--- src/rtl/core/light_bar_pair_matcher_macros.svh ---
// Assertion macros for the light bar pair matcher controller
`ifndef LIGHT_BAR_PAIR_MATCHER_MACROS_SVH
`define LIGHT_BAR_PAIR_MATCHER_MACROS_SVH

// same-cycle implication, sampled on i_clk, off during reset
`define LBPM_ASSERT_IMP(label, ante, cons) \
    label: assert property (@(posedge i_clk) disable iff (!i_rst_n) (ante) |-> (cons)) \
        else $error("lbpm assertion failed");

// next-cycle implication, sampled on i_clk, off during reset
`define LBPM_ASSERT_NXT(label, ante, cons) \
    label: assert property (@(posedge i_clk) disable iff (!i_rst_n) (ante) |=> (cons)) \
        else $error("lbpm assertion failed");

`endif

--- src/rtl/core/lbpm_pkg.sv ---
// Shared constants and controller/datapath interface types for the pair matcher
package lbpm_pkg;

    localparam int FRAC_BITS = 4;
    localparam int SCALE     = 1 << FRAC_BITS;
    localparam int PIX_W     = 16 - FRAC_BITS;   // integer pixel part of a centre
    localparam int WPIX_W    = 12 - FRAC_BITS;   // integer pixel part of a width

    // angle thresholds, degrees in fixed point
    localparam logic signed [15:0] ANG_180  = 16'(180 * SCALE);
    localparam logic signed [15:0] ANG_165  = 16'(165 * SCALE);
    localparam logic signed [15:0] ANG_15   = 16'(15 * SCALE);
    localparam logic signed [15:0] ANG_M1   = -16'(SCALE);
    localparam logic signed [15:0] ANG_140  = 16'(140 * SCALE);
    localparam logic signed [15:0] ANG_SMAX = 16'sd4095;
    localparam logic signed [15:0] ANG_SMIN = -16'sd4096;

    // dy^4 overflows the width range once dy reaches this
    localparam logic [15:0] DY_SAT_LIM = 16'(1 << (10 + FRAC_BITS / 2));

    // square root: radicand, root and step count
    localparam int RAD_W      = 50;
    localparam int ROOT_W     = RAD_W / 2;
    localparam int SQRT_STEPS = ROOT_W;
    localparam int CNT_W      = $clog2(SQRT_STEPS);

    localparam logic [19:0] WIDTH_MAX   = 20'hFFFFF;
    localparam logic [11:0] LIMIT_RESET = 12'd160;

    typedef struct packed {
        logic load;   // capture item and previous bar
        logic test;   // evaluate pair tests, squares
        logic sum;    // form radicand, start root
        logic root;   // one square-root step
        logic emit;   // write output register
    } t_cmd;

    typedef struct packed {
        logic pass;   // pair passed every test
    } t_sts;

endpackage

--- src/rtl/core/light_bar_pair_matcher.sv ---
// A bar that gives no target passes through idle (load), test and check; a bar that
// gives a target also takes the radicand sum, 25 steps of the bit-serial root unit and
// the output write. The next bar is held off until the previous bar is finished.
// A waiting target does not block the next bar until that bar's own output write.
// Reset (synchronous, active low) clears the previous bar, the output valid and
// sets the angle pair limit to 160 (10 degrees).
module light_bar_pair_matcher
    import lbpm_pkg::*;
(
    input  logic               i_clk,
    input  logic               i_rst_n,
    input  logic               i_cfg_we,
    input  logic [11:0]        i_cfg_data,
    input  logic               i_in_valid,
    output logic               o_in_stall,
    input  logic               i_first_of_frame,
    input  logic [15:0]        i_center_x,
    input  logic [15:0]        i_center_y,
    input  logic [11:0]        i_bar_width,
    input  logic [11:0]        i_bar_height,
    input  logic signed [12:0] i_bar_angle,
    output logic               o_out_valid,
    input  logic               i_out_stall,
    output logic [15:0]        o_target_x,
    output logic [15:0]        o_target_y,
    output logic [19:0]        o_target_width,
    output logic [11:0]        o_target_height,
    output logic signed [12:0] o_target_angle
);

    t_cmd cmd;
    t_sts sts;

    lbpm_ctrl u_ctrl (
        .i_clk       (i_clk),
        .i_rst_n     (i_rst_n),
        .i_in_valid  (i_in_valid),
        .o_in_stall  (o_in_stall),
        .o_out_valid (o_out_valid),
        .i_out_stall (i_out_stall),
        .o_cmd       (cmd),
        .i_sts       (sts)
    );

    lbpm_dp u_dp (
        .i_clk            (i_clk),
        .i_rst_n          (i_rst_n),
        .i_cmd            (cmd),
        .o_sts            (sts),
        .i_cfg_we         (i_cfg_we),
        .i_cfg_data       (i_cfg_data),
        .i_first_of_frame (i_first_of_frame),
        .i_center_x       (i_center_x),
        .i_center_y       (i_center_y),
        .i_bar_width      (i_bar_width),
        .i_bar_height     (i_bar_height),
        .i_bar_angle      (i_bar_angle),
        .o_target_x       (o_target_x),
        .o_target_y       (o_target_y),
        .o_target_width   (o_target_width),
        .o_target_height  (o_target_height),
        .o_target_angle   (o_target_angle)
    );

endmodule

--- src/rtl/core/lbpm_dp.sv ---
// Datapath: previous bar, pair tests, squares and bit-serial square root
module lbpm_dp
    import lbpm_pkg::*;
(
    input  logic               i_clk,
    input  logic               i_rst_n,
    input  t_cmd               i_cmd,
    output t_sts               o_sts,
    input  logic               i_cfg_we,
    input  logic [11:0]        i_cfg_data,
    input  logic               i_first_of_frame,
    input  logic [15:0]        i_center_x,
    input  logic [15:0]        i_center_y,
    input  logic [11:0]        i_bar_width,
    input  logic [11:0]        i_bar_height,
    input  logic signed [12:0] i_bar_angle,
    output logic [15:0]        o_target_x,
    output logic [15:0]        o_target_y,
    output logic [19:0]        o_target_width,
    output logic [11:0]        o_target_height,
    output logic signed [12:0] o_target_angle
);

    logic [11:0]        r_limit;
    logic               r_prev_valid;
    logic [15:0]        r_prev_x, r_prev_y;
    logic [11:0]        r_prev_w, r_prev_h;
    logic signed [12:0] r_prev_a;

    logic               r_pair;
    logic [15:0]        r_px, r_py, r_nx, r_ny;
    logic [11:0]        r_pw, r_ph, r_nw, r_nh;
    logic signed [12:0] r_pa, r_na;

    logic               r_pass, r_sat;
    logic [31:0]        r_dx2, r_dy2;
    logic [47:0]        r_d4;
    logic [15:0]        r_mx, r_my;
    logic [11:0]        r_maxh;
    logic signed [12:0] r_ang;

    logic [RAD_W-1:0]   r_rad;
    logic [ROOT_W+1:0]  r_rem;
    logic [ROOT_W-1:0]  r_root;

    // config register, written any time
    always_ff @(posedge i_clk) begin
        if (!i_rst_n) begin
            r_limit <= LIMIT_RESET;
        end else if (i_cfg_we) begin
            r_limit <= i_cfg_data;
        end
    end

    // previous bar: every item becomes the previous one
    always_ff @(posedge i_clk) begin
        if (!i_rst_n) begin
            r_prev_valid <= 1'b0;
            r_prev_x     <= '0;
            r_prev_y     <= '0;
            r_prev_w     <= '0;
            r_prev_h     <= '0;
            r_prev_a     <= '0;
        end else if (i_cmd.load) begin
            r_prev_valid <= 1'b1;
            r_prev_x     <= i_center_x;
            r_prev_y     <= i_center_y;
            r_prev_w     <= i_bar_width;
            r_prev_h     <= i_bar_height;
            r_prev_a     <= i_bar_angle;
        end
    end

    // operand capture; a pair needs a previous bar strictly to the left
    always_ff @(posedge i_clk) begin
        if (i_cmd.load) begin
            r_pair <= !i_first_of_frame && r_prev_valid && (r_prev_x < i_center_x);
            r_px   <= r_prev_x;
            r_py   <= r_prev_y;
            r_pw   <= r_prev_w;
            r_ph   <= r_prev_h;
            r_pa   <= r_prev_a;
            r_nx   <= i_center_x;
            r_ny   <= i_center_y;
            r_nw   <= i_bar_width;
            r_nh   <= i_bar_height;
            r_na   <= i_bar_angle;
        end
    end

    // pair tests
    logic [11:0]        minw, minh, maxh, hdiff;
    logic [15:0]        dx, dy;
    logic [PIX_W-1:0]   dpix;
    logic [WPIX_W-1:0]  tpix;
    logic               sp_ok, ang_ok, y_ok;
    logic signed [15:0] ap, an, lim, adiff, aabs, wrap_pn, wrap_np, v, half, ang;
    logic               hb_p, lb_p, hb_n, lb_n;

    always_comb begin
        minw  = (r_pw < r_nw) ? r_pw : r_nw;
        minh  = (r_ph < r_nh) ? r_ph : r_nh;
        maxh  = (r_ph > r_nh) ? r_ph : r_nh;
        hdiff = (r_ph > r_nh) ? (r_ph - r_nh) : (r_nh - r_ph);
        dx    = r_nx - r_px;
        dy    = (r_ny > r_py) ? (r_ny - r_py) : (r_py - r_ny);
        dpix  = r_nx[15:FRAC_BITS] - r_px[15:FRAC_BITS];
        tpix  = minw[11:FRAC_BITS];
        sp_ok = (24'(dpix) * 24'd10 > 24'(tpix) * 24'd8)
             && (24'(dpix) < 24'(tpix) * 24'd50);
        y_ok  = (24'(dy) * 24'd10 < 24'(minh) * 24'd7)
             && (24'(hdiff) * 24'd10 < 24'(minh) * 24'd4);

        ap    = 16'(r_pa);
        an    = 16'(r_na);
        lim   = signed'({4'b0, r_limit});
        hb_p  = (ap < ANG_180) && (ap > ANG_165);
        lb_p  = (ap < ANG_15) && (ap > ANG_M1);
        hb_n  = (an < ANG_180) && (an > ANG_165);
        lb_n  = (an < ANG_15) && (an > ANG_M1);
        adiff = ap - an;
        aabs  = (adiff < 0) ? -adiff : adiff;
        wrap_pn = ANG_180 - ap + an;
        wrap_np = ANG_180 - an + ap;
        if (hb_p && lb_n) begin
            ang_ok = wrap_pn < lim;
        end else if (hb_n && lb_p) begin
            ang_ok = wrap_np < lim;
        end else begin
            ang_ok = aabs < lim;
        end

        // combined angle: folded across 180 when the bars differ widely
        v    = ANG_180 - ap - an;
        half = v >>> 1;
        if (aabs > ANG_140) begin
            if (half > ANG_SMAX) begin
                ang = ANG_SMAX;
            end else if (half < ANG_SMIN) begin
                ang = ANG_SMIN;
            end else begin
                ang = half;
            end
        end else begin
            ang = (ap < an) ? ap : an;
        end
    end

    always_ff @(posedge i_clk) begin
        if (i_cmd.test) begin
            r_pass <= r_pair && sp_ok && ang_ok && y_ok;
            r_sat  <= dy >= DY_SAT_LIM;
            r_dx2  <= 32'(dx) * 32'(dx);
            r_dy2  <= 32'(dy) * 32'(dy);
            r_mx   <= 16'((17'(r_px) + 17'(r_nx)) >> 1);
            r_my   <= 16'((17'(r_py) + 17'(r_ny)) >> 1);
            r_maxh <= maxh;
            r_ang  <= 13'(ang);
        end
    end

    // fourth power of dy, registered in the cycle after the squares
    always_ff @(posedge i_clk) begin
        r_d4 <= 48'(r_dy2[23:0]) * 48'(r_dy2[23:0]);
    end

    // square root, one result bit per step
    logic [ROOT_W+1:0] rem_sh, trial;
    always_comb begin
        rem_sh = {r_rem[ROOT_W-1:0], r_rad[RAD_W-1 -: 2]};
        trial  = {r_root, 2'b01};
    end

    always_ff @(posedge i_clk) begin
        if (i_cmd.sum) begin
            r_rad  <= (RAD_W'(33'(r_dx2) + 33'(r_dy2)) << (2 * FRAC_BITS)) + RAD_W'(r_d4);
            r_rem  <= '0;
            r_root <= '0;
        end else if (i_cmd.root) begin
            r_rad <= r_rad << 2;
            if (rem_sh >= trial) begin
                r_rem  <= rem_sh - trial;
                r_root <= {r_root[ROOT_W-2:0], 1'b1};
            end else begin
                r_rem  <= rem_sh;
                r_root <= {r_root[ROOT_W-2:0], 1'b0};
            end
        end
    end

    // output register
    logic [ROOT_W-FRAC_BITS-1:0] wroot;
    assign wroot = r_root[ROOT_W-1:FRAC_BITS];

    always_ff @(posedge i_clk) begin
        if (i_cmd.emit) begin
            o_target_x      <= r_mx;
            o_target_y      <= r_my;
            o_target_width  <= (r_sat || wroot > (ROOT_W-FRAC_BITS)'(WIDTH_MAX))
                             ? WIDTH_MAX : 20'(wroot);
            o_target_height <= r_maxh;
            o_target_angle  <= r_ang;
        end
    end

    assign o_sts.pass = r_pass;

endmodule

--- src/rtl/core/lbpm_ctrl.sv ---
// Controller: sequences tests, squares and square-root steps; owns the handshakes
module lbpm_ctrl
    import lbpm_pkg::*;
(
    input  logic i_clk,
    input  logic i_rst_n,
    input  logic i_in_valid,
    output logic o_in_stall,
    output logic o_out_valid,
    input  logic i_out_stall,
    output t_cmd o_cmd,
    input  t_sts i_sts
);

`include "light_bar_pair_matcher_macros.svh"

    typedef enum logic [2:0] {
        S_IDLE,
        S_TEST,
        S_CHECK,
        S_SUM,
        S_ROOT,
        S_EMIT
    } t_state;

    t_state           r_state, n_state;
    logic [CNT_W-1:0] r_cnt, n_cnt;
    logic             r_out_valid, n_out_valid;
    logic             accept, emit_ok;

    assign o_in_stall  = (r_state != S_IDLE);
    assign accept      = i_in_valid && !o_in_stall;
    assign emit_ok     = !r_out_valid || !i_out_stall;
    assign o_out_valid = r_out_valid;

    // next state and commands
    always_comb begin
        n_state     = r_state;
        n_cnt       = r_cnt;
        n_out_valid = r_out_valid && i_out_stall;
        o_cmd       = '0;
        unique case (r_state)
            S_IDLE: begin
                if (accept) begin
                    o_cmd.load = 1'b1;
                    n_state    = S_TEST;
                end
            end
            S_TEST: begin
                o_cmd.test = 1'b1;
                n_state    = S_CHECK;
            end
            S_CHECK: begin
                n_state = i_sts.pass ? S_SUM : S_IDLE;
            end
            S_SUM: begin
                o_cmd.sum = 1'b1;
                n_cnt     = '0;
                n_state   = S_ROOT;
            end
            S_ROOT: begin
                o_cmd.root = 1'b1;
                n_cnt      = r_cnt + 1'b1;
                if (r_cnt == CNT_W'(SQRT_STEPS - 1)) begin
                    n_state = S_EMIT;
                end
            end
            S_EMIT: begin
                if (emit_ok) begin
                    o_cmd.emit  = 1'b1;
                    n_out_valid = 1'b1;
                    n_state     = S_IDLE;
                end
            end
            default: n_state = S_IDLE;
        endcase
    end

    // state and registered outputs
    always_ff @(posedge i_clk) begin
        if (!i_rst_n) begin
            r_state     <= S_IDLE;
            r_cnt       <= '0;
            r_out_valid <= 1'b0;
        end else begin
            r_state     <= n_state;
            r_cnt       <= n_cnt;
            r_out_valid <= n_out_valid;
        end
    end

    `LBPM_ASSERT_IMP(a_emit_no_overwrite, o_cmd.emit, !(r_out_valid && i_out_stall))
    `LBPM_ASSERT_NXT(a_accept_to_test, accept, r_state == S_TEST)
    `LBPM_ASSERT_IMP(a_root_count_range, r_state == S_ROOT, r_cnt < CNT_W'(SQRT_STEPS))
    `LBPM_ASSERT_NXT(a_emit_sets_valid, o_cmd.emit, r_out_valid)

endmodule

--- config.mk ---
export PLATFORM = sky130hd
export DESIGN_NAME = light_bar_pair_matcher
export DESIGN_NICKNAME = d
export VERILOG_FILES = /design/src/rtl/core/lbpm_pkg.sv /design/src/rtl/core/light_bar_pair_matcher.sv /design/src/rtl/core/lbpm_dp.sv /design/src/rtl/core/lbpm_ctrl.sv
export VERILOG_INCLUDE_DIRS = /design/src /design/src/rtl/core
export SDC_FILE = /design/constraint.sdc
export NUM_CORES = 2
export LEC_CHECK = 0
export CAP_MARGIN = 20
export CORE_MARGIN = 3
export CORE_UTILIZATION = 51
export DETAILED_ROUTE_END_ITERATION = 16
export DONT_BUFFER_PORTS = 1
export HOLD_SLACK_MARGIN = 0.1
export PLACE_DENSITY_LB_ADDON = 0.05
export SLEW_MARGIN = 15
export SYNTH_ARGS = -nofsm -noshare
export SYNTH_HDL_FRONTEND = slang
export SYNTH_SLANG_ARGS = --single-unit
--- constraint.sdc ---
create_clock -name i_clk -period 25 [get_ports i_clk]
set_input_delay 0 -clock i_clk [delete_from_list [all_inputs] [get_ports i_clk]]
set_output_delay 0 -clock i_clk [all_outputs]
set_load 0.01 [all_outputs]
* Word-level counts from Yosys, hierarchy flattened
Index checks and enable logic that the tools add are counted.
** Word-level totals
- Memory bits (writable) :: 0
- Latch bits :: 0
- Word-level logic and storage cells :: 159
- Output and inout bits :: 79
- Bits in registers :: 578
- Input bits :: 87
- Memories :: 0
- ROM bits :: 0
** Cells by class
- Add/sub/neg operators :: 19
- $lt $le $gt $ge :: 28
- Mux-type cells :: 31
- Multiply operators :: 8
- Divide/modulo/power cells :: 0
- Bitwise operators :: 0
- Eq/ne operators :: 9
- Shift-type cells :: 0
- Reduce and logical (&&, ||, !) cells :: 26
** Operators by type and width (number)
- 50-bit two-way mux :: 2
- 16-bit by 16-bit multiplier with 32-bit output :: 2
- 13-bit two-way mux :: 4
- 50-bit by 48-bit adder with 50-bit output :: 1
- 16-bit by 13-bit less-than comparator with 1-bit output :: 3
- 24-bit by 24-bit multiplier with 48-bit output :: 1
- 12-bit two-way mux :: 4
- 16-bit subtractor :: 3
- 12-bit by 3-bit multiplier with 15-bit output (second input constant) :: 3
- 12-bit subtractor :: 3
- 16-bit by 16-bit adder with 17-bit output :: 2
- 32-bit by 32-bit adder with 33-bit output :: 1
- 16-bit two-way mux :: 2
- 14-bit by 13-bit adder with 15-bit output :: 2
- 13-bit by 13-bit subtractor with 14-bit output (first input constant) :: 2
- 27-bit >= comparator :: 1
- 13-bit > comparator (second input constant) :: 2
- 13-bit by 5-bit > comparator with 1-bit output (second input constant) :: 2
- 13-bit less-than comparator (second input constant) :: 2
- 13-bit by 9-bit less-than comparator with 1-bit output (second input constant) :: 2
- 25-bit two-way mux :: 1
- 25-bit subtractor :: 1
- 12-bit less-than comparator :: 2
- 21-bit by 20-bit > comparator with 1-bit output (second input constant) :: 1
- other kinds (36) :: 72

* Logic depth before layout (Yosys ltp)
- Word-level depth :: 8
- Depth in mapped cells :: 42
- Depth with buffers taken out :: 39

* Hierarchy
From an unflattened synthesis, not the netlist that was laid out.
** Unflattened totals
- Cells, all modules :: 6734
- Area, all modules :: 65849.4 um2
** Modules (own cells, without submodules)
- lbpm_dp :: area each 65347.7 um2, cells each 6676, instances 1, sequential area each 15174.6 um2
- lbpm_ctrl :: area each 501.7 um2, cells each 58, instances 1, sequential area each 180.2 um2

* Worst setup path after synthesis
No wires, ideal clock.
- Kind :: register to register
- Start :: register u_dp.r_py[3]
- End :: register u_dp.r_dy2[31] (data pin)
- Buffers on the path :: 4
- Setup time :: 0.260 ns
- Required time :: 24.740 ns
- Arrival :: 9.087 ns
- Period minus slack after synthesis :: 9.347 ns
- Path slack :: 15.653 ns
- Cell stages (with the launch flop) :: 36
- Cells stage by stage :: edfxtp_1 > ha_1 > clkbuf_1 > and3_1 > a221oi_1 > a211oi_1 > o21a_1 > buf_6 > buf_2 > mux2i_1 > or3b_1 > o32ai_1 > xnor2_1 > buf_2 > nand2_1 > fa_1 > inv_1 > fa_1 > fa_1 > fa_1 > fa_1 > inv_1 > fa_1 > inv_1 > ha_1 > nand3_1 > a211oi_1 > o31ai_1 > a21oi_1 > o31ai_1 > o21ai_0 > a21o_1 > a21o_1 > a2111o_1 > a31oi_1 > xnor2_1
** On the way
- Cells in the longest elaborated chain, start to end :: 3
- Elaborated cells on any way between the ends :: 5
- Classes of those cells :: 2 x add/sub; 1 x mul; 1 x order compare; 1 x mux
** RTL lines
- start: declaration :: line lbpm_dp.sv:31 : logic [15:0] r_px, r_py, r_nx, r_ny;
- start signal: assignment :: line lbpm_dp.sv:79 : r_py <= r_prev_y;
- 16-bit subtractor / 16-bit > comparator (equally long branches) :: line lbpm_dp.sv:106 : dy = (r_ny > r_py) ? (r_ny - r_py) : (r_py - r_ny);
- 16-bit two-way mux * :: line lbpm_dp.sv:106
- 16-bit by 16-bit multiplier with 32-bit output * :: line lbpm_dp.sv:154 : r_dy2 <= 32'(dy) * 32'(dy);
- end signal: assignment :: line lbpm_dp.sv:154
- end: declaration :: line lbpm_dp.sv:36 : logic [31:0] r_dx2, r_dy2;
Every way passes the cells marked *; elsewhere a longest branch is shown, timed or not.
A chain may end at the register's enable or synchronous reset.

* Worst setup path in the final report
- Start :: register u_dp.r_py[5]
- End :: register u_dp.r_dy2[31] (data pin)
Same word-level chain as after synthesis.

==> impl_results.md <==
* Outcome: finished clean
* Fmax at 0.0901 GHz
* Vias per cell at 5.36
* Inserted Clock Buffers at 67
* CTS Buffer Depth at 3
* Via count at 46,448
* Max stage delay cell, worst path: xnor2_1
* Ys async rst share at 0%
* RSZ-0062 raised after global routing: false
* Most common cell after layout, fill and taps aside: inv_1
* Hold depth at 5
* DRC at 0
* Share of cells above drive strength 1 at 3.22%
* WL final at 156,000 microns
* Slew headroom at 25.5%
* Setup Fix Bufs, Post-CTS at 0
* Filler cells at 11,502
* Final Max Tran Viols at 0
* CTS clk-pin slew, worst paths at 60 ps
* Yosys top cell by area: fa_1
* Starting Density at 51.8%
* Setup Crit Path Kind: reg2reg
* Post-DP HPWL at 123,000 microns
* Ys Warns at 0
* Worst-margin pin slew at 1110 ps
* Critical Path AT at 11,520 ps
* Endpoints failing setup at 0
* CTS tree: built
* Critical Path RT at 25,420 ps
* Synth unique cells at 83
* DR WL/cell at 18.0 microns
* Worst reg2reg endpoint: u_dp.r_dy2[31]
* Share of the synthesized area in the top cell type at 23.1%
* Die Width at 365 microns
* Total track usage at 24.2%
* Top cells by area, synth: fa_1 23%, edfxtp_1 18%, ha_1 17%
* Area fraction in and, or, nand and nor cells after synthesis at 11.0%
* PortBufs at 0
* Reg2Reg Setup Slack at 13,900 ps
* Initial drt markers at 2,510
* CORE AREA at 127,000 sq um
* I/O pin total at 166
* Commonest register cell after synthesis: edfxtp_1
* Reg2reg start: u_dp.r_py[5]
* MaxCap Viol Count at 0
* Number of global-route vias before repair at 48,492
* Post-synthesis mux area share at 1.03%
* Layout Skew at 34.1 ps
* Crit path time final at 11,100 ps
* Type of origin of the critical path: flip-flop
* Cells after synthesis at 6,839
* CP max FO at 28
* First-pass GRT wire length at 257,000 microns
* Detail Route Antenna Nets at 0
* Initial antenna violation count at 5
* Seq/Total Area, Yosys at 23.4%
* Die height at 365 microns
* Adder-cell share of the synthesized area at 39.7%
* Synth Register Bits at 574
* Cell Rows at 130
* WHS Endpoint: u_dp.r_pair
* # nets final at 8,673
* Commonest non-fill, non-tap cells in the layout: 1,247 x inv_1, 868 x ha_1, 756 x fa_1, 574 x nand2_1, 390 x nor2_1
* HP Class: in2reg
* Most numerous cell on the critical path: fa_1
* Mapped Avg Cell Area at 9.58 sq um
* Netlist Area Pre-Place at 65,500 sq um
* CTS Sinks at 574
* Routability cong. at 0.870
* Synth Area in Compound Gates at 11.5%
* Post-synthesis xor/xnor area fraction at 5.02%
* Clock root buffer: clkbuf_16
* Nature of the critical path endpoint: flip-flop
* Tcrit/Tclk final at 44.4%
* EDFF count, synth at 386
* Die ar. at 133,000 sq um
* 1st-pass router iterations at 5
* Largest net degree at the start of global routing at 132
* Clock latency on the worst-skew pair at 680 ps
* Max stage delay on crit path at 730 ps
* Largest family of logic cells by synthesized area: adder cells
* Htree depth at 3
* Worst reg-to-reg path cell count at 32
* Grt ovf at 0
* Area added between synthesis and finish at 8.98%
* Fin. Hold Viols at 0
* Setup TNS at 0 ps
* Worst min-delay path startpoint: i_center_x[15]
* Number of cells upsized or downsized after cts at 0
==> state kept, by name, indices dropped and copies added, names as in the netlist, 20 cells and up <==
| name | cells |
|---|---|
| u_dp.r_rad | 49 |
| u_dp.r_d4 | 47 |
| u_dp.r_dx2 | 31 |
| u_dp.r_dy2 | 31 |
| u_dp.r_rem | 25 |
| u_dp.r_root | 25 |
| u_dp.o_target_width | 20 |
==> Yosys cell counts, types with 51 or more instances <==
cell         n
mux2i_1     56
a21oi_1    372
nor3_1      56
o21ai_0    230
nand2_1    575
nor2_1     393
edfxtp_1   386
nor2b_1     83
o21a_1      51
nand3_1     62
fa_1       756
and2_1     160
a21o_1     129
clkbuf_1   162
o21bai_1    57
a21boi_0    82
xor2_1     119
inv_1     1247
xnor2_1    257
ha_1       868
dfxtp_1    188
==> how the worst max path moves through the flow <==
stage                            start  cells past startpoint        endpoint  slack [ps]
after global placement    u_dp.r_py[5]                     32  u_dp.r_dy2[31]       13840
after floorplan           u_dp.r_py[3]                     35  u_dp.r_dy2[31]       15650
after CTS                 u_dp.r_py[5]                     32  u_dp.r_dy2[31]       13550
after global routing      u_dp.r_ny[5]                     33  u_dp.r_dy2[31]       13130
final                     u_dp.r_py[5]                     32  u_dp.r_dy2[31]       13900
after detailed placement  u_dp.r_py[5]                     32  u_dp.r_dy2[31]       13560
==> logic make-up after synthesis <==
| group | after synthesis |
|---|---|
| AO/OA/AOI/OAI | 1196 |
| XOR/XNOR | 376 |
| adder cells (fa/ha/maj) | 1624 |
| buffers and inverters | 1450 |
| flip-flops | 574 |
| multiplexers | 66 |
| other | 2 |
| AND/OR/NAND/NOR | 1551 |
==> routing by layer <==
metal | up-vias | part of all wire [%] | GRT usage, %
met1 | 22823 | 46 | 32.8
met3 | 184 | 3.4 | 2.80
li1 | 22690 | - | -
met4 | 6 | 2.4 | 6.14
met5 | - | 0.022 | 0
met2 | 745 | 48 | 41.6
==> critical path: cells and delay by family, from the launching register on <==
kind                     cells  cell delay [ps]
flip-flops                   1              410
AO/OA/AOI/OAI               15             4330
buffers and inverters        4              790
adder cells (fa/ha/maj)      8             3900
AND/OR/NAND/NOR              3              610
XOR/XNOR                     2              830
==> final cells by class <==
type	count	area, sq um	area share (%)
flip-flops and latches	574	15400	21.5
diodes	2	5.00	0.00701
inverters	1269	4770	6.68
repair buffers	233	2200	3.08
well taps	1650	2060	2.89
clock buffers	86	1820	2.55
multi-input cells	4817	44800	62.7
clock inverters	37	430	0.602
==> repair_timing <==
| item | 4_1_cts | 5_1_grt |
|---|---|---|
| endpoints found under the hold margin | 270 | 0 |
| hold buffers | 171 | 0 |
| endpoints found under the setup margin | 0 | 0 |
==> stage by stage <==
| stage | instance area, sq um | hold WS (ps) | cells | setup WS [ps] | utilization (%) |
|---|---|---|---|---|---|
| floorplan | 65600 | 98.9 | 6841 | 15650 | - |
| global placement | 67400 | 99.0 | 8370 | 13840 | 53.3 |
| detailed placement | 67400 | 99.0 | 8371 | 13560 | 53.3 |
| CTS | 71400 | 101 | 8665 | 13550 | 56.4 |
| global route | 71400 | 151 | 8667 | 13130 | 56.5 |
| finish | 71400 | 130 | 8668 | 13900 | 56.5 |
Power is not shown: default switching activity piles up to over one toggle a cycle in this logic, so the estimate is an artifact.
